File: src/rtl/kol_pkg.sv
`timescale 1ns / 1ps
// Shared types, codes and keyword tables of the keyword/operator lexer.
package kol_pkg;

    localparam int POSITION_BITS_DEF = 16;
    localparam int LENGTH_BITS_DEF   = 8;

    // Up to three tokens can come out of one source byte.
    localparam int MAX_TOKENS = 3;

    typedef enum logic [3:0] {
        K_NUMBER  = 4'd0,
        K_IDENT   = 4'd1,
        K_PLUS    = 4'd2,
        K_MINUS   = 4'd3,
        K_STAR    = 4'd4,
        K_SLASH   = 4'd5,
        K_GT      = 4'd6,
        K_LT      = 4'd7,
        K_EQEQ    = 4'd8,
        K_ASSIGN  = 4'd9,
        K_IF      = 4'd10,
        K_ELSE    = 4'd11,
        K_ENDIF   = 4'd12,
        K_PRINT   = 4'd13,
        K_EOF     = 4'd14,
        K_UNKNOWN = 4'd15
    } t_kind;

    typedef enum logic [1:0] {
        MODE_IDLE  = 2'd0,
        MODE_NUM   = 2'd1,
        MODE_IDENT = 2'd2,
        MODE_EQ    = 2'd3
    } t_mode;

    typedef enum logic [2:0] {
        CC_NUL,
        CC_SPACE,
        CC_DIGIT,
        CC_WORD,
        CC_EQ,
        CC_SINGLE
    } t_char_class;

    typedef struct packed {
        t_char_class cls;
        t_kind       op_kind;
    } t_char_info;

    // Handoff from the lexer core to the token buffer.
    typedef struct packed {
        logic       load;
        logic [1:0] count;
    } t_load;

    localparam int NUM_KW = 4;

    // Keyword spellings, zero padded to eight bytes.
    localparam logic [7:0] KW_TEXT [NUM_KW][8] = '{
        '{"i", "f", 8'h00, 8'h00, 8'h00, 8'h00, 8'h00, 8'h00},
        '{"e", "l", "s", "e", 8'h00, 8'h00, 8'h00, 8'h00},
        '{"e", "n", "d", "i", "f", 8'h00, 8'h00, 8'h00},
        '{"p", "r", "i", "n", "t", 8'h00, 8'h00, 8'h00}
    };
    localparam logic [2:0] KW_LEN [NUM_KW] = '{3'd2, 3'd4, 3'd5, 3'd5};
    localparam t_kind      KW_KIND [NUM_KW] = '{K_IF, K_ELSE, K_ENDIF, K_PRINT};

endpackage

File: src/rtl/kol_byte_if.sv
`timescale 1ns / 1ps
// Source byte channel: valid/ready with one byte and an end-of-source flag.
interface kol_byte_if;
    logic       valid;
    logic       ready;
    logic [7:0] char_code;
    logic       end_of_source;

    modport source (output valid, output char_code, output end_of_source, input ready);
    modport sink   (input valid, input char_code, input end_of_source, output ready);
endinterface

File: src/rtl/kol_token_if.sv
`timescale 1ns / 1ps
// Token channel: valid/ready with kind, start offset, length and run marker.
interface kol_token_if #(
    parameter int POSITION_BITS = kol_pkg::POSITION_BITS_DEF,
    parameter int LENGTH_BITS   = kol_pkg::LENGTH_BITS_DEF
);
    logic                     valid;
    logic                     ready;
    kol_pkg::t_kind           token_kind;
    logic [POSITION_BITS-1:0] token_start;
    logic [LENGTH_BITS-1:0]   token_length;
    logic                     last_of_run;

    modport source (output valid, output token_kind, output token_start,
                    output token_length, output last_of_run, input ready);
    modport sink   (input valid, input token_kind, input token_start,
                    input token_length, input last_of_run, output ready);
endinterface

File: src/rtl/kol_classify.sv
`timescale 1ns / 1ps
// Byte classifier: character class and single-character operator kind.
module kol_classify (
    input  logic [7:0]          i_char,
    output kol_pkg::t_char_info o_info
);
    import kol_pkg::*;

    always_comb begin
        o_info.op_kind = K_UNKNOWN;
        case (i_char) inside
            8'h00:                                o_info.cls = CC_NUL;
            8'h20, [8'h09:8'h0D]:                 o_info.cls = CC_SPACE;
            [8'h30:8'h39]:                        o_info.cls = CC_DIGIT;
            [8'h41:8'h5A], [8'h61:8'h7A], 8'h5F:  o_info.cls = CC_WORD;
            8'h3D:                                o_info.cls = CC_EQ;
            default:                              o_info.cls = CC_SINGLE;
        endcase
        case (i_char)
            8'h2B:   o_info.op_kind = K_PLUS;
            8'h2D:   o_info.op_kind = K_MINUS;
            8'h2A:   o_info.op_kind = K_STAR;
            8'h2F:   o_info.op_kind = K_SLASH;
            8'h3E:   o_info.op_kind = K_GT;
            8'h3C:   o_info.op_kind = K_LT;
            default: o_info.op_kind = K_UNKNOWN;
        endcase
    end

endmodule

File: src/rtl/kol_core.sv
`timescale 1ns / 1ps
// Lexer core: input register, lexer state and the token bundle for one byte.
module kol_core #(
    parameter int POSITION_BITS = kol_pkg::POSITION_BITS_DEF,
    parameter int LENGTH_BITS   = kol_pkg::LENGTH_BITS_DEF
) (
    input  logic                     i_clk,
    input  logic                     i_rst_n,
    input  logic                     i_in_valid,
    output logic                     o_in_ready,
    input  logic [7:0]               i_char,
    input  kol_pkg::t_char_info      i_info,
    input  logic                     i_last,
    input  logic                     i_buf_free,
    output kol_pkg::t_load           o_load,
    output kol_pkg::t_kind           o_kind   [kol_pkg::MAX_TOKENS],
    output logic [POSITION_BITS-1:0] o_start  [kol_pkg::MAX_TOKENS],
    output logic [LENGTH_BITS-1:0]   o_length [kol_pkg::MAX_TOKENS]
);
    import kol_pkg::*;

    localparam logic [LENGTH_BITS-1:0] LEN_MAX = '1;

    logic                     r_in_valid;
    logic [7:0]               r_in_char;
    t_char_info               r_in_info;
    logic                     r_in_last;

    t_mode                    r_mode,   n_mode;
    logic                     r_ended,  n_ended;
    logic [POSITION_BITS-1:0] r_pos,    n_pos;
    logic [POSITION_BITS-1:0] r_pstart, n_pstart;
    logic [LENGTH_BITS-1:0]   r_plen,   n_plen;
    logic [NUM_KW-1:0]        r_cand,   n_cand;

    logic                     fire;
    logic [1:0]               cnt;
    logic [POSITION_BITS-1:0] pos_next;

    // Narrow the keyword candidates by the byte at offset idx.
    function automatic logic [NUM_KW-1:0] kw_match(input logic [NUM_KW-1:0] cand,
                                                   input logic [LENGTH_BITS-1:0] idx,
                                                   input logic [7:0] c);
        logic [NUM_KW-1:0] res;
        res = '0;
        for (int k = 0; k < NUM_KW; k++) begin
            if (cand[k] && (idx < LENGTH_BITS'(KW_LEN[k])) && (KW_TEXT[k][idx[2:0]] == c)) begin
                res[k] = 1'b1;
            end
        end
        return res;
    endfunction

    function automatic t_kind flush_kind(input t_mode m, input logic [NUM_KW-1:0] cand,
                                         input logic [LENGTH_BITS-1:0] plen);
        t_kind kind;
        case (m)
            MODE_NUM: kind = K_NUMBER;
            MODE_IDENT: begin
                kind = K_IDENT;
                for (int k = 0; k < NUM_KW; k++) begin
                    if (cand[k] && (plen == LENGTH_BITS'(KW_LEN[k]))) begin
                        kind = KW_KIND[k];
                    end
                end
            end
            default: kind = K_ASSIGN;
        endcase
        return kind;
    endfunction

    assign fire       = r_in_valid && i_buf_free;
    assign o_in_ready = !r_in_valid || fire;
    assign pos_next   = r_pos + 1'b1;

    always_comb begin
        n_mode   = r_mode;
        n_ended  = r_ended;
        n_pos    = r_pos;
        n_pstart = r_pstart;
        n_plen   = r_plen;
        n_cand   = r_cand;
        cnt      = 2'd0;
        for (int i = 0; i < MAX_TOKENS; i++) begin
            o_kind[i]   = K_EOF;
            o_start[i]  = '0;
            o_length[i] = '0;
        end

        if (!r_ended) begin
            n_pos = pos_next;
            if (r_in_info.cls == CC_NUL) begin
                if (n_mode != MODE_IDLE) begin
                    o_kind[cnt]   = flush_kind(n_mode, n_cand, n_plen);
                    o_start[cnt]  = n_pstart;
                    o_length[cnt] = n_plen;
                    cnt           = cnt + 2'd1;
                    n_mode        = MODE_IDLE;
                    n_plen        = '0;
                    n_cand        = '1;
                end
                o_kind[cnt]   = K_EOF;
                o_start[cnt]  = r_pos;
                o_length[cnt] = '0;
                cnt           = cnt + 2'd1;
                n_ended       = 1'b1;
            end else begin
                if (n_mode == MODE_NUM && r_in_info.cls == CC_DIGIT) begin
                    if (n_plen != LEN_MAX) begin
                        n_plen = n_plen + 1'b1;
                    end
                end else if (n_mode == MODE_IDENT &&
                             (r_in_info.cls == CC_DIGIT || r_in_info.cls == CC_WORD)) begin
                    n_cand = kw_match(n_cand, n_plen, r_in_char);
                    if (n_plen != LEN_MAX) begin
                        n_plen = n_plen + 1'b1;
                    end
                end else if (n_mode == MODE_EQ && r_in_info.cls == CC_EQ) begin
                    // fold the pending '=' with this one
                    o_kind[cnt]   = K_EQEQ;
                    o_start[cnt]  = n_pstart;
                    o_length[cnt] = LENGTH_BITS'(2);
                    cnt           = cnt + 2'd1;
                    n_mode        = MODE_IDLE;
                    n_plen        = '0;
                end else begin
                    if (n_mode != MODE_IDLE) begin
                        o_kind[cnt]   = flush_kind(n_mode, n_cand, n_plen);
                        o_start[cnt]  = n_pstart;
                        o_length[cnt] = n_plen;
                        cnt           = cnt + 2'd1;
                        n_mode        = MODE_IDLE;
                        n_plen        = '0;
                        n_cand        = '1;
                    end
                    case (r_in_info.cls)
                        CC_DIGIT: begin
                            n_mode   = MODE_NUM;
                            n_pstart = r_pos;
                            n_plen   = LENGTH_BITS'(1);
                        end
                        CC_WORD: begin
                            n_mode   = MODE_IDENT;
                            n_pstart = r_pos;
                            n_plen   = LENGTH_BITS'(1);
                            n_cand   = kw_match('1, '0, r_in_char);
                        end
                        CC_EQ: begin
                            n_mode   = MODE_EQ;
                            n_pstart = r_pos;
                            n_plen   = LENGTH_BITS'(1);
                        end
                        CC_SINGLE: begin
                            o_kind[cnt]   = r_in_info.op_kind;
                            o_start[cnt]  = r_pos;
                            o_length[cnt] = LENGTH_BITS'(1);
                            cnt           = cnt + 2'd1;
                        end
                        default: begin
                            // whitespace only separates
                        end
                    endcase
                end

                if (r_in_last) begin
                    if (n_mode != MODE_IDLE) begin
                        o_kind[cnt]   = flush_kind(n_mode, n_cand, n_plen);
                        o_start[cnt]  = n_pstart;
                        o_length[cnt] = n_plen;
                        cnt           = cnt + 2'd1;
                        n_mode        = MODE_IDLE;
                        n_plen        = '0;
                        n_cand        = '1;
                    end
                    o_kind[cnt]   = K_EOF;
                    o_start[cnt]  = pos_next;
                    o_length[cnt] = '0;
                    cnt           = cnt + 2'd1;
                    n_ended       = 1'b1;
                end
            end
        end

        o_load.load  = fire;
        o_load.count = cnt;
    end

    always_ff @(posedge i_clk) begin
        if (!i_rst_n) begin
            r_in_valid <= 1'b0;
        end else if (o_in_ready) begin
            r_in_valid <= i_in_valid;
        end
    end

    always_ff @(posedge i_clk) begin
        if (i_in_valid && o_in_ready) begin
            r_in_char <= i_char;
            r_in_info <= i_info;
            r_in_last <= i_last;
        end
    end

    always_ff @(posedge i_clk) begin
        if (!i_rst_n) begin
            r_mode   <= MODE_IDLE;
            r_ended  <= 1'b0;
            r_pos    <= '0;
            r_pstart <= '0;
            r_plen   <= '0;
            r_cand   <= '1;
        end else if (fire) begin
            r_mode   <= n_mode;
            r_ended  <= n_ended;
            r_pos    <= n_pos;
            r_pstart <= n_pstart;
            r_plen   <= n_plen;
            r_cand   <= n_cand;
        end
    end

    a_ended_sticky: assert property (@(posedge i_clk) disable iff (!i_rst_n)
        r_ended |=> r_ended)
        else $error("end of source flag dropped without reset");

    a_pos_frozen: assert property (@(posedge i_clk) disable iff (!i_rst_n)
        r_ended |=> $stable(r_pos))
        else $error("position advanced after end of source");

    a_idle_empty: assert property (@(posedge i_clk) disable iff (!i_rst_n)
        (r_mode == MODE_IDLE) |-> (r_plen == '0))
        else $error("pending length left behind in idle mode");

endmodule

File: src/rtl/kol_outbuf.sv
`timescale 1ns / 1ps
// Token buffer: holds one byte's token bundle and sends it one token per transfer.
module kol_outbuf #(
    parameter int POSITION_BITS = kol_pkg::POSITION_BITS_DEF,
    parameter int LENGTH_BITS   = kol_pkg::LENGTH_BITS_DEF
) (
    input  logic                     i_clk,
    input  logic                     i_rst_n,
    input  kol_pkg::t_load           i_load,
    input  kol_pkg::t_kind           i_kind   [kol_pkg::MAX_TOKENS],
    input  logic [POSITION_BITS-1:0] i_start  [kol_pkg::MAX_TOKENS],
    input  logic [LENGTH_BITS-1:0]   i_length [kol_pkg::MAX_TOKENS],
    output logic                     o_free,
    kol_token_if.source              o_tok
);
    import kol_pkg::*;

    logic [1:0]               r_cnt;
    logic [1:0]               r_idx;
    t_kind                    r_kind  [MAX_TOKENS];
    logic [POSITION_BITS-1:0] r_start [MAX_TOKENS];
    logic [LENGTH_BITS-1:0]   r_len   [MAX_TOKENS];

    logic out_fire;
    logic at_last;

    assign at_last  = (r_idx == r_cnt - 2'd1);
    assign out_fire = o_tok.valid && o_tok.ready;
    assign o_free   = (r_cnt == 2'd0) || (out_fire && at_last);

    assign o_tok.valid        = (r_cnt != 2'd0);
    assign o_tok.token_kind   = r_kind[r_idx];
    assign o_tok.token_start  = r_start[r_idx];
    assign o_tok.token_length = r_len[r_idx];
    assign o_tok.last_of_run  = at_last;

    always_ff @(posedge i_clk) begin
        if (!i_rst_n) begin
            r_cnt <= 2'd0;
            r_idx <= 2'd0;
        end else if (i_load.load) begin
            r_cnt <= i_load.count;
            r_idx <= 2'd0;
        end else if (out_fire) begin
            if (at_last) begin
                r_cnt <= 2'd0;
                r_idx <= 2'd0;
            end else begin
                r_idx <= r_idx + 2'd1;
            end
        end
    end

    always_ff @(posedge i_clk) begin
        if (i_load.load) begin
            r_kind  <= i_kind;
            r_start <= i_start;
            r_len   <= i_length;
        end
    end

    a_load_when_free: assert property (@(posedge i_clk) disable iff (!i_rst_n)
        i_load.load |-> o_free)
        else $error("bundle loaded over tokens not yet sent");

    a_idx_in_range: assert property (@(posedge i_clk) disable iff (!i_rst_n)
        (r_cnt != 2'd0) |-> (r_idx < r_cnt))
        else $error("token index beyond bundle count");

    a_mid_bundle_hold: assert property (@(posedge i_clk) disable iff (!i_rst_n)
        (out_fire && !at_last && !i_load.load) |=> (r_cnt == $past(r_cnt)))
        else $error("bundle count changed mid bundle");

endmodule

File: src/rtl/keyword_operator_lexer.sv
`timescale 1ns / 1ps
// Top level of the streaming keyword/operator lexer.
//
// Bytes arrive one per transfer on i_src and tokens leave one per transfer on
// o_tok as kind, start offset and length. A byte is taken every cycle as long
// as o_tok is ready and each byte yields at most one token; a byte that
// closes a pending token and also emits its own (or the end of file) yields
// two or three tokens, and the input then holds until the token buffer has
// sent them, one token per cycle while o_tok is ready. A byte is registered
// in the input register and its tokens then in the token buffer. After a NUL
// byte or a byte flagged as last, the end-of-file token is sent and further
// bytes are taken and dropped until reset. Start offsets wrap at
// 2^POSITION_BITS and lengths saturate at 2^LENGTH_BITS-1.
module keyword_operator_lexer #(
    parameter int POSITION_BITS = kol_pkg::POSITION_BITS_DEF,
    parameter int LENGTH_BITS   = kol_pkg::LENGTH_BITS_DEF
) (
    input  logic        i_clk,
    input  logic        i_rst_n,
    kol_byte_if.sink    i_src,
    kol_token_if.source o_tok
);
    import kol_pkg::*;

    t_char_info               char_info;
    t_load                    load;
    logic                     buf_free;
    t_kind                    tk_kind   [MAX_TOKENS];
    logic [POSITION_BITS-1:0] tk_start  [MAX_TOKENS];
    logic [LENGTH_BITS-1:0]   tk_length [MAX_TOKENS];

    kol_classify u_classify (
        .i_char (i_src.char_code),
        .o_info (char_info)
    );

    kol_core #(
        .POSITION_BITS (POSITION_BITS),
        .LENGTH_BITS   (LENGTH_BITS)
    ) u_core (
        .i_clk      (i_clk),
        .i_rst_n    (i_rst_n),
        .i_in_valid (i_src.valid),
        .o_in_ready (i_src.ready),
        .i_char     (i_src.char_code),
        .i_info     (char_info),
        .i_last     (i_src.end_of_source),
        .i_buf_free (buf_free),
        .o_load     (load),
        .o_kind     (tk_kind),
        .o_start    (tk_start),
        .o_length   (tk_length)
    );

    kol_outbuf #(
        .POSITION_BITS (POSITION_BITS),
        .LENGTH_BITS   (LENGTH_BITS)
    ) u_outbuf (
        .i_clk    (i_clk),
        .i_rst_n  (i_rst_n),
        .i_load   (load),
        .i_kind   (tk_kind),
        .i_start  (tk_start),
        .i_length (tk_length),
        .o_free   (buf_free),
        .o_tok    (o_tok)
    );

endmodule

File: src/flat_wrapper.sv
// flat-port wrapper written by rule: the top's interface ports become plain ports
module keyword_operator_lexer_flat import kol_pkg::*;
#(
    parameter int POSITION_BITS = kol_pkg::POSITION_BITS_DEF,
    parameter int LENGTH_BITS   = kol_pkg::LENGTH_BITS_DEF
)
  (i_clk, i_rst_n, i_src_valid, i_src_char_code, i_src_end_of_source, i_src_ready, o_tok_valid, o_tok_token_kind, o_tok_token_start, o_tok_token_length, o_tok_last_of_run, o_tok_ready);
  kol_byte_if i_src_i ();
  kol_token_if #(.POSITION_BITS(POSITION_BITS), .LENGTH_BITS(LENGTH_BITS)) o_tok_i ();
  input  logic i_clk;
  input  logic i_rst_n;
  input wire logic [$bits(i_src_i.valid)-1:0] i_src_valid;
  input wire logic [$bits(i_src_i.char_code)-1:0] i_src_char_code;
  input wire logic [$bits(i_src_i.end_of_source)-1:0] i_src_end_of_source;
  output wire logic [$bits(i_src_i.ready)-1:0] i_src_ready;
  output wire logic [$bits(o_tok_i.valid)-1:0] o_tok_valid;
  output wire logic [$bits(o_tok_i.token_kind)-1:0] o_tok_token_kind;
  output wire logic [$bits(o_tok_i.token_start)-1:0] o_tok_token_start;
  output wire logic [$bits(o_tok_i.token_length)-1:0] o_tok_token_length;
  output wire logic [$bits(o_tok_i.last_of_run)-1:0] o_tok_last_of_run;
  input wire logic [$bits(o_tok_i.ready)-1:0] o_tok_ready;
  assign i_src_i.valid = i_src_valid;
  assign i_src_i.char_code = i_src_char_code;
  assign i_src_i.end_of_source = i_src_end_of_source;
  assign i_src_ready = i_src_i.ready;
  assign o_tok_valid = o_tok_i.valid;
  assign o_tok_token_kind = o_tok_i.token_kind;
  assign o_tok_token_start = o_tok_i.token_start;
  assign o_tok_token_length = o_tok_i.token_length;
  assign o_tok_last_of_run = o_tok_i.last_of_run;
  assign o_tok_i.ready = o_tok_ready;
  keyword_operator_lexer #(.POSITION_BITS(POSITION_BITS), .LENGTH_BITS(LENGTH_BITS)) u_core (.i_clk(i_clk), .i_rst_n(i_rst_n), .i_src(i_src_i), .o_tok(o_tok_i));
endmodule
File: config.mk
export PLATFORM = sky130hd
export DESIGN_NAME = keyword_operator_lexer_flat
export DESIGN_NICKNAME = d
export VERILOG_FILES = /design/src/rtl/kol_pkg.sv /design/src/rtl/kol_byte_if.sv /design/src/rtl/kol_token_if.sv /design/src/rtl/kol_classify.sv /design/src/rtl/kol_core.sv /design/src/rtl/kol_outbuf.sv /design/src/rtl/keyword_operator_lexer.sv /design/src/flat_wrapper.sv
export SDC_FILE = /design/constraint.sdc
export NUM_CORES = 1
export LEC_CHECK = 0
export BUFFER_PORTS_ARGS = -buffer_cell sky130_fd_sc_hd__buf_4
export CAP_MARGIN = 20
export CORE_ASPECT_RATIO = 1.75
export CORE_UTILIZATION = 31
export CTS_BUF_LIST = sky130_fd_sc_hd__clkbuf_2 sky130_fd_sc_hd__clkbuf_4 sky130_fd_sc_hd__clkbuf_8
export CTS_CLUSTER_DIAMETER = 120
export DETAILED_ROUTE_END_ITERATION = 16
export GPL_ROUTABILITY_DRIVEN = 0
export SLEW_MARGIN = 20
export SYNTH_ARGS = -nofsm -noshare
export SYNTH_HDL_FRONTEND = slang
export SYNTH_SLANG_ARGS = --single-unit
File: constraint.sdc
create_clock -name i_clk -period 9.25 [get_ports i_clk]
set_clock_uncertainty 0.2 [all_clocks]
set_input_delay 0.4625 -clock i_clk [delete_from_list [all_inputs] [get_ports i_clk]]
set_output_delay 0.4625 -clock i_clk [all_outputs]
set_load 0.03 [all_outputs]
# --- Word-level counts from Yosys, hierarchy flattened ---
# Memory sizes are Yosys's and may differ from the RTL's.
# Index checks and enable logic that the tools add are counted.
totals:
  wordCells: 366
  input_bits: 13
  rom_bits: 256
  reg_bits: 152
  memories: 4
  output_inout_bits: 31
op_classes:
  mux: 202
  n_eq_ne: 33
  n_bitwise: 22
  add_sub_neg: 8
  reduce_logical: 52
  magnitude_cmp: 21
memory_table:
  columns: ["memory", "words", "word_bits", "read_ports", "rd_ports_with_merged_regs", "write_ports", "line_no", "rtl"]
  rows:
  - ["(name not given)", 8, 8, 1, 0, 0, "kol_core.sv:47", "if (cand[k] && (idx < LENGTH_BITS'(KW_LEN[k])) && (KW_TEXT[k][idx[2:0]] == c)) begin"]
  - ["(name not given)", 8, 8, 1, 0, 0, "kol_core.sv:47", null]
  - ["(name not given)", 8, 8, 1, 0, 0, "kol_core.sv:47", null]
  - ["(name not given)", 8, 8, 1, 0, 0, "kol_core.sv:47", null]
ops:
  columns: ["operator", "count"]
  rows:
  - ["$mux 48", 11]
  - ["$mux 16", 22]
  - ["$mux 8", 35]
  - ["$mux 24", 11]
  - ["$bwmux 48", 4]
  - ["$mux 4", 37]
  - ["$mux 12", 11]
  - ["$demux 16 s2", 4]
  - ["$mux 2", 35]
  - ["$demux 8 s2", 4]
  - ["$eq 8x6->1 const B", 8]
  - ["$and 24x24->24", 2]
  - ["$not 24->24", 2]
  - ["$bmux 16 s2", 1]
  - ["$demux 4 s2", 4]
  - ["$eq 8x3->1 const B", 4]
  - ["$eq 8x8->1", 4]
  - ["$mux 32", 1]
  - ["$logic_and 1x1->1", 31]
  - ["$bwmux 12", 2]
  - ["$bwmux 24", 1]
  - ["$eq 7x8->1 const A", 3]
  - ["$pmux 4 s6", 1]
  - ["$and 21x21->21", 1]
  - ["47 further kinds", 99]

# --- Logic depth before layout (Yosys ltp) ---
depth:
  word_depth: 29
  mapped_depth: 21
  mapped_depth_nobuf: 18

# --- Cells and area by module ---
# A second synthesis with hierarchy kept.
hier_totals:
  cells_unflattened: 1210
  hier_area_um2: 10607.7
by_module_without_submodules:
  columns: ["mod", "cells_per_inst", "area_each_um2", "instances", "seq_area_each_um2"]
  rows:
  - ["kol_core", 966, 6979.2, 1, 1441.4]
  - ["kol_outbuf", 208, 3375.7, 1, 2602.5]
  - ["kol_classify", 36, 252.7, 1, 0.0]

# --- Least setup slack after synthesis ---
# Ideal clock, no wire load.
synth_path:
  path_type: "register -> register"
  from: "register u_core.u_core.r_mode[0]"
  to: "register u_core.u_outbuf.r_kind[7] (netlist bit) (data pin)"
  stages_incl_launch_ff: 19
  setup_ps: 256
  arrival_time_ps: 3889
  setup_slack_ps: 4905
  n_path_buf: 4
  t_required_ps: 8794
  period_less_slack_ps: 4345
  cell_sequence: "dfxtp_1 -> inv_1 -> ha_1 -> clkbuf_1 -> o21ai_1 -> clkbuf_1 -> o21ai_0 -> a22o_1 -> inv_1 -> ha_1 -> clkbuf_1 -> inv_1 -> xnor2_1 -> inv_1 -> ha_1 -> nand2b_1 -> or4_1 -> clkbuf_1 -> o22a_1"
synth_between:
  elab_chain_cells: 27
  elab_cells_between_ends: 107
  cone_classes: "2 x add/sub; 8 x order compare; 8 x eq/ne; 70 x mux; 6 x bitwise; 13 x reduce/logical"
synth_lines:
  columns: ["element", "line_no", "rtl"]
  rows:
  - ["start: declaration", "kol_core.sv:29", "t_mode r_mode, n_mode;"]
  - ["start signal: assignment", "kol_core.sv:213", "r_mode <= n_mode;"]
  - ["$reduce_bool 2->1", "kol_core.sv:93, kol_core.sv:127", null]
  - ["$mux 1 / $mux 8 (equally long branches)", "kol_core.sv:93, kol_core.sv:127", null]
  - ["$mux 2 / $mux 8 (equally long branches)", "kol_core.sv:118, kol_core.sv:136", null]
  - ["$mux 2 / $mux 8 (equally long branches)", "kol_core.sv:112, kol_core.sv:118", null]
  - ["$mux 2 / $mux 8 (equally long branches)", "kol_core.sv:108, kol_core.sv:112", null]
  - ["$mux 2 / $mux 8 (equally long branches)", "kol_core.sv:92, kol_core.sv:108", null]
  - ["$mux 2 / $mux 8 (equally long branches)", "kol_core.sv:90, kol_core.sv:92", null]
  - ["$add 2x1->2 (tied with other cells)", "kol_core.sv:157", "cnt = cnt + 2'd1;"]
  - ["(+11 left out)", null, null]
  - ["$not 2->3 (implied by the code) / $bwmux 12 (equally long branches)", "kol_core.sv:175, kol_core.sv:167", null]
  - ["$ge 3x3->1 (implied by the code) (tied with other cells)", "kol_core.sv:175", "o_kind[cnt] = K_EOF;"]
  - ["$logic_and 1x1->1 (implied by the code) / $mux 12 (equally long branches)", "kol_core.sv:175, kol_core.sv:165", null]
  - ["$mux 4 (implied by the code) / $mux 12 (equally long branches)", "kol_core.sv:175, kol_core.sv:92", null]
  - ["$demux 4 s2 / $mux 12 (equally long branches)", "kol_core.sv:175, kol_core.sv:90", null]
  - ["$or 9x9->9 (no line)", null, null]
  - ["$mux 12", "kol_core.sv:165", "if (r_in_last) begin"]
  - ["$mux 12 (*)", "kol_core.sv:92", "if (r_in_info.cls == CC_NUL) begin"]
  - ["end signal: assignment", "kol_outbuf.sv:56", "r_kind <= i_kind;"]
  - ["end: declaration", "kol_outbuf.sv:20", "t_kind r_kind [MAX_TOKENS];"]
# Mark *: on every way between the ends. The rest lies on a longest branch, timed or not. The select of a mux whose other input is x is not followed.
# A chain may end at the register's enable or synchronous reset.

# --- Worst setup path in the final report ---
layout_path:
  from: "register u_core.u_core.r_mode[1]"
  to: "register u_core.u_outbuf.r_start[35] (netlist bit) (data pin)"
layout_between:
  elab_chain_cells: 27
  elab_cells_between_ends: 88
  cone_classes: "2 x add/sub; 8 x order compare; 3 x eq/ne; 62 x mux; 4 x bitwise; 9 x reduce/logical"
layout_lines:
  columns: ["element", "line_no", "rtl"]
  rows:
  - ["$reduce_bool 2->1", "kol_core.sv:93, kol_core.sv:127", null]
  - ["$mux 1", "kol_core.sv:93, kol_core.sv:127", null]
  - ["$mux 2", "kol_core.sv:118", "end else if (n_mode == MODE_EQ && r_in_info.cls == CC_EQ) begin"]
  - ["$mux 2", "kol_core.sv:112", "end else if (n_mode == MODE_IDENT &&"]
  - ["$mux 2", "kol_core.sv:108", "if (n_mode == MODE_NUM && r_in_info.cls == CC_DIGIT) begin"]
  - ["$mux 2", "kol_core.sv:92", null]
  - ["$mux 2", "kol_core.sv:90", "if (!r_ended) begin"]
  - ["$add 2x1->2 / $not 2->3 (equally long branches)", "kol_core.sv:157, kol_core.sv:155", null]
  - ["(+11 left out)", null, null]
  - ["$not 2->3 (implied by the code) / $bwmux 48 (equally long branches)", "kol_core.sv:176, kol_core.sv:168", null]
  - ["$ge 3x3->1 (implied by the code) (tied with other cells)", "kol_core.sv:176", "o_start[cnt] = pos_next;"]
  - ["$logic_and 1x1->1 (implied by the code) / $mux 48 (equally long branches)", "kol_core.sv:176, kol_core.sv:165", null]
  - ["$mux 16 (implied by the code) / $mux 48 (equally long branches)", "kol_core.sv:176, kol_core.sv:92", null]
  - ["$demux 16 s2 / $mux 48 (equally long branches)", "kol_core.sv:176, kol_core.sv:90", null]
  - ["$bwmux 48", "kol_core.sv:176", null]
  - ["$mux 48", "kol_core.sv:165", null]
  - ["$mux 48 (*)", "kol_core.sv:92", null]
  - ["end signal: assignment", "kol_outbuf.sv:57", "r_start <= i_start;"]
  - ["end: declaration", "kol_outbuf.sv:21", "logic [POSITION_BITS-1:0] r_start [MAX_TOKENS];"]
# Marked as above.

==> impl_results.md <==
* Number of flops mapped to enable cells by yosys at 100
* Peak supply drop at 94.59 uV
* Placement row count at 88
* Effective utilization at floorplan at 31.69%
* First-pass DRT Iterations at 8
* Post-synthesis compound-gate area fraction at 24.98%
* Critical path startpoint category: flop
* Post-synthesis mux area share at 4.288%
* Final Max Tran Viols at 0
* Total congestion overflow at 0
* Mean Syn Cell Area at 8.213 um^2
* Unique masters post-synth at 84
* Initial antenna violation count at 2
* Final Total Pwr at 1637 uW
* Register bit total from synthesis at 152
* Switching share of power at 34.85%
* Average vias per placed instance at 5.869
* Count of buffers inserted at the top-level ports at 43
* Post-synthesis instance total at 1,279
* Number of nets produced by synthesis at 1,315
* Critical-path cell list: inv_1 -> ha_1 -> nor2b_1 -> o21ai_2 -> o21ai_0 -> a22o_1 -> inv_1 -> ha_1 -> inv_1 -> xnor2_1 -> ha_1 -> clkinv_1 -> nor2_1 -> o21ai_0 -> o221ai_1 -> a211oi_1
* Area share of fa/ha/maj cells after synthesis at 2.740%
* Library cell occupying the most area in the post-synthesis netlist: sky130_fd_sc_hd__edfxtp_1
* Post-route antenna net violation count at 0
* Number of logic stages on the critical path including buffering at 16
* Average detailed-routed wire length per instance at 21.93 um
* Routed length on met3 at 2486 um
* Number of resized instances in the post-cts repair step at 0
* Highest clock rate at 170.3 MHz
* Layout Nets at 1,295
* Final Hold Viols at 0
* Worst flop-to-flop path startpoint: u_core.u_core.r_mode[1]
* Cell chosen for the clock root: sky130_fd_sc_hd__clkbuf_8
* Kind of end point of the critical path: flop
* Endpoint of the most critical register-to-register path: u_core.u_outbuf.r_start[35]
* Skew-Pair Late Insertion Delay at 0.52 ns
* Max stage delay cell, worst path: sky130_fd_sc_hd__ha_1
* Number of clock sinks at 152
* Post-detail-place hpwl at 26,020 um
* Worst-path fanout max at 21
* Number of DRC markers in iteration 0 at 1,130
* Main synth FF type: sky130_fd_sc_hd__edfxtp_1
* Setup repair after global routing missed its margin: no
* Top routing layer used: met4
* Period utilisation layout at 63.47%
* Buffer and inverter count on the worst path at 4
* Category of the critical setup timing path: reg2reg
* Clock edge transition at the registers on the reported setup and hold paths at 0.11 ns
* Met1 layer wirelength in the final routing at 12,580 um
* Detailed-routed wire length on met2 at 19,620 um
* Synth Area in Simple Gates at 21.31%
* Transition time of the tightest slew-check pin at 1.251 ns
* R2R setup slack at 3.38 ns
* Power density over the cells at 141.0 nW/um^2
* Critical Path Start: u_core.u_core.r_mode[1]
* Worst slew slack as a fraction of its limit at 16.63%
* Number of global-route vias before repair at 9,512
* Setup TNS at 0 ns
* Share of the yosys chip area belonging to registers at 38.50%
* Tightest Hold Check Type: in2reg
* Combinational share of power at 20.9%
* Reg2reg path depth at 16
* Internal power at 1067 uW
* All-Layer GR Usage at 22.31%
* Clock network fraction of design power at 31.4%
* Core area at 33,140 um^2
* Aggregate routed wire length at 37,790 um
* Worst path top cell family by delay: compound AO/OA/AOI/OAI gates
* Data arrival, critical path at 5.93 ns
* Dominant combinational cell family by area after synthesis: compound AO/OA/AOI/OAI gates
* Worst Setup EP: u_core.u_outbuf.r_start[35]
* Number of max-capacitance violations reported at 0
* Net Sw Power at 570.6 uW
* Result of the run: finished clean
* Critical path required time at 9.31 ns
* Critical Path Max Stage Delay at 0.82 ns
* DRC viols at 0
* Proportion of register bits with asynchronous set or reset after synthesis at 0%
* Mapped cell area at 10,500 um^2
* CTS HTree Levels at 4
* Global-route wire length before repair at 57,010 um
* Ranking of synthesized cells by area: sky130_fd_sc_hd__edfxtp_1 29%, sky130_fd_sc_hd__dfxtp_1 9.9%, sky130_fd_sc_hd__nand2_1 5.7%
* Maximum number of pins on one net before global-route repair at 53
* Area share of the leading cell type in the synthesized netlist at 28.59%
* Area delta synth->final at 10.59%
* Sequential cell fraction of total power at 47.6%
* Clock tree from TritonCTS: yes
* Share of post-route cells with drive strength above 1 at 9.355%
* Count of synthesis-stage warnings from yosys at 0
* Chip height at 245.5 um
* Count of boundary I/O pins at 44
* TritonCTS Buffers at 17
* Total via count after detailed routing at 10,110
* Xor and xnor area share after synthesis at 2.668%
* Buffer depth of the longest clock path at 2
* Final period demand of the worst path at 5.871 ns
* Leak at 0.003789 uW
* Die Wd at 141.1 um
* Final setup violation count at 0
* Floorplan die area at 34,650 um^2
-- cells in the final DEF (no fill, tap or decap), types with 10 or more instances in the layout --
master and instances:
sky130_fd_sc_hd__and2_1 19, sky130_fd_sc_hd__a22oi_1 25, sky130_fd_sc_hd__a21oi_1 82, sky130_fd_sc_hd__o22ai_1 20, sky130_fd_sc_hd__dfxtp_1 51, sky130_fd_sc_hd__clkbuf_8 17
sky130_fd_sc_hd__o21ai_0 106, sky130_fd_sc_hd__nand2_1 160, sky130_fd_sc_hd__mux2i_1 45, sky130_fd_sc_hd__a211oi_1 25, sky130_fd_sc_hd__xor2_1 10, sky130_fd_sc_hd__buf_4 63
sky130_fd_sc_hd__nor3_1 22, sky130_fd_sc_hd__nand2b_1 13, sky130_fd_sc_hd__xnor2_1 22, sky130_fd_sc_hd__inv_1 39, sky130_fd_sc_hd__and3_1 13, sky130_fd_sc_hd__a31oi_1 19
sky130_fd_sc_hd__ha_1 23, sky130_fd_sc_hd__edfxtp_1 100, sky130_fd_sc_hd__a21boi_0 26, sky130_fd_sc_hd__nor2_1 122, sky130_fd_sc_hd__o221ai_1 10, sky130_fd_sc_hd__nand3_1 37
sky130_fd_sc_hd__nor2b_1 35
-- cells in the mapped netlist, types with 3 or more instances --
master	count
sky130_fd_sc_hd__ha_1	23
sky130_fd_sc_hd__nand4_1	7
sky130_fd_sc_hd__a32oi_1	9
sky130_fd_sc_hd__inv_1	40
sky130_fd_sc_hd__xor2_1	10
sky130_fd_sc_hd__nor3_1	23
sky130_fd_sc_hd__xnor2_1	22
sky130_fd_sc_hd__a211oi_1	25
sky130_fd_sc_hd__a21oi_1	83
sky130_fd_sc_hd__a22oi_1	25
sky130_fd_sc_hd__nor2b_1	36
sky130_fd_sc_hd__a221oi_1	9
sky130_fd_sc_hd__nand2b_1	13
sky130_fd_sc_hd__clkbuf_1	96
sky130_fd_sc_hd__nand3b_1	5
sky130_fd_sc_hd__o22ai_1	20
sky130_fd_sc_hd__o21ai_0	106
sky130_fd_sc_hd__mux2i_1	45
sky130_fd_sc_hd__dfxtp_1	52
sky130_fd_sc_hd__o32ai_1	4
sky130_fd_sc_hd__o21a_1	8
sky130_fd_sc_hd__or2_2	4
sky130_fd_sc_hd__buf_2	4
sky130_fd_sc_hd__a21boi_0	26
sky130_fd_sc_hd__a2111oi_0	3
sky130_fd_sc_hd__and3_1	13
sky130_fd_sc_hd__edfxtp_1	100
sky130_fd_sc_hd__o211ai_1	9
sky130_fd_sc_hd__nor2_1	123
sky130_fd_sc_hd__nand2_1	160
sky130_fd_sc_hd__and2_1	19
sky130_fd_sc_hd__a221o_1	4
sky130_fd_sc_hd__a31oi_1	19
sky130_fd_sc_hd__o211a_1	3
sky130_fd_sc_hd__buf_1	8
sky130_fd_sc_hd__nor4_1	3
sky130_fd_sc_hd__o21ai_1	3
sky130_fd_sc_hd__or3_1	9
sky130_fd_sc_hd__nand3_1	37
sky130_fd_sc_hd__o221ai_1	10
-- flip-flops by register name (all words and copies together), names as in the netlist, 4 cells and up --
signal and count:
u_core.u_outbuf.r_start 48, u_core.u_core.r_in_char 8, u_core.u_core.r_in_info 7, u_core.u_core.r_pos 16, u_core.u_core.r_plen 8, u_core.u_core.r_cand 4, u_core.u_outbuf.r_len 24, u_core.u_outbuf.r_kind 12
u_core.u_core.r_pstart 16
-- metrics by stage --
stage          hold slack (ns)  worst slack, ns  utilization, %  cells  cell area, um^2
2_1_floorplan           0.2650            4.905               -   1279            10500
3_3_place_gp            0.2957            3.347           33.63   1683            11140
3_5_place_dp            0.3023            3.135           33.63   1683            11140
4_1_cts               0.004086            3.115           35.00   1722            11600
5_1_grt                0.01453            2.967           35.05   1723            11620
6_report               0.03462            3.379           35.05   1723            11620
-- power by group through the flow --
| stage | sequential (uW) | combinational (uW) | clock, uW |
|---|---|---|---|
| detailed placement | 795 | 331 | 0 |
| global route | 783 | 369 | 552 |
| finish | 780 | 343 | 514 |
| global placement | 794 | 326 | 0 |
| floorplan | 782 | 232 | 0 |
| CTS | 779 | 335 | 523 |
-- layout make-up --
cell class	instances	area [um^2]
antenna	1	2.502
clock buffer	17	234.0
clock inverter	15	152.6
fill	3430	21530
inverter	42	158.9
multi-input combinational	976	5917
sequential	152	4045
tap	450	563.0
timing repair buffer	70	543.0
-- cell families after synthesis --
logic type               count (synthesis)
AND/OR/NAND/NOR                        473
XOR/XNOR                                32
flip-flops                             152
adder cells (fa/ha/maj)                 23
multiplexers                            45
AO/OA/AOI/OAI                          403
buffers and inverters                  151
-- how the worst min path moves through the flow --
stage	from	to	slack, ns	cells past startpoint
after global routing	i_src_char_code[0]	u_core.u_core.r_in_char[0]	0.01	1
after detailed placement	u_core.u_core.r_cand[1]	u_core.u_core.r_cand[1]	0.30	2
after floorplan	u_core.u_core.r_pstart[5]	u_core.u_core.r_pstart[5]	0.26	2
after CTS	i_src_char_code[0]	u_core.u_core.r_in_char[0]	0.004	1
final	i_src_char_code[0]	u_core.u_core.r_in_char[0]	0.03	1
after global placement	u_core.u_core.r_cand[1]	u_core.u_core.r_cand[1]	0.30	2
-- metal layers --
metal,up-vias,global-route usage (%)
met5,-,0
li1,4635,-
met3,169,3.914
met2,547,40.58
met4,0,17.93
met1,4761,22.05
-- worst reg2reg max path, stage by stage (launching register included) --
cell                       delay, ns
sky130_fd_sc_hd__dfxtp_1        0.41
sky130_fd_sc_hd__inv_1          0.09
sky130_fd_sc_hd__ha_1           0.23
sky130_fd_sc_hd__nor2b_1        0.20
sky130_fd_sc_hd__o21ai_2        0.62
sky130_fd_sc_hd__o21ai_0        0.19
sky130_fd_sc_hd__a22o_1         0.30
sky130_fd_sc_hd__inv_1          0.09
sky130_fd_sc_hd__ha_1           0.31
sky130_fd_sc_hd__inv_1          0.13
sky130_fd_sc_hd__xnor2_1        0.29
sky130_fd_sc_hd__ha_1           0.82
sky130_fd_sc_hd__clkinv_1       0.53
sky130_fd_sc_hd__nor2_1         0.74
sky130_fd_sc_hd__o21ai_0        0.21
sky130_fd_sc_hd__o221ai_1       0.13
sky130_fd_sc_hd__a211oi_1       0.11
-- timing repair --
action | CTS | global route
hold buffers | 7 | 0
hold endpoints to repair | 7 | 0
buffers inserted | 0 | 0
No activity file was read; power rests on OpenSTA's default activity.
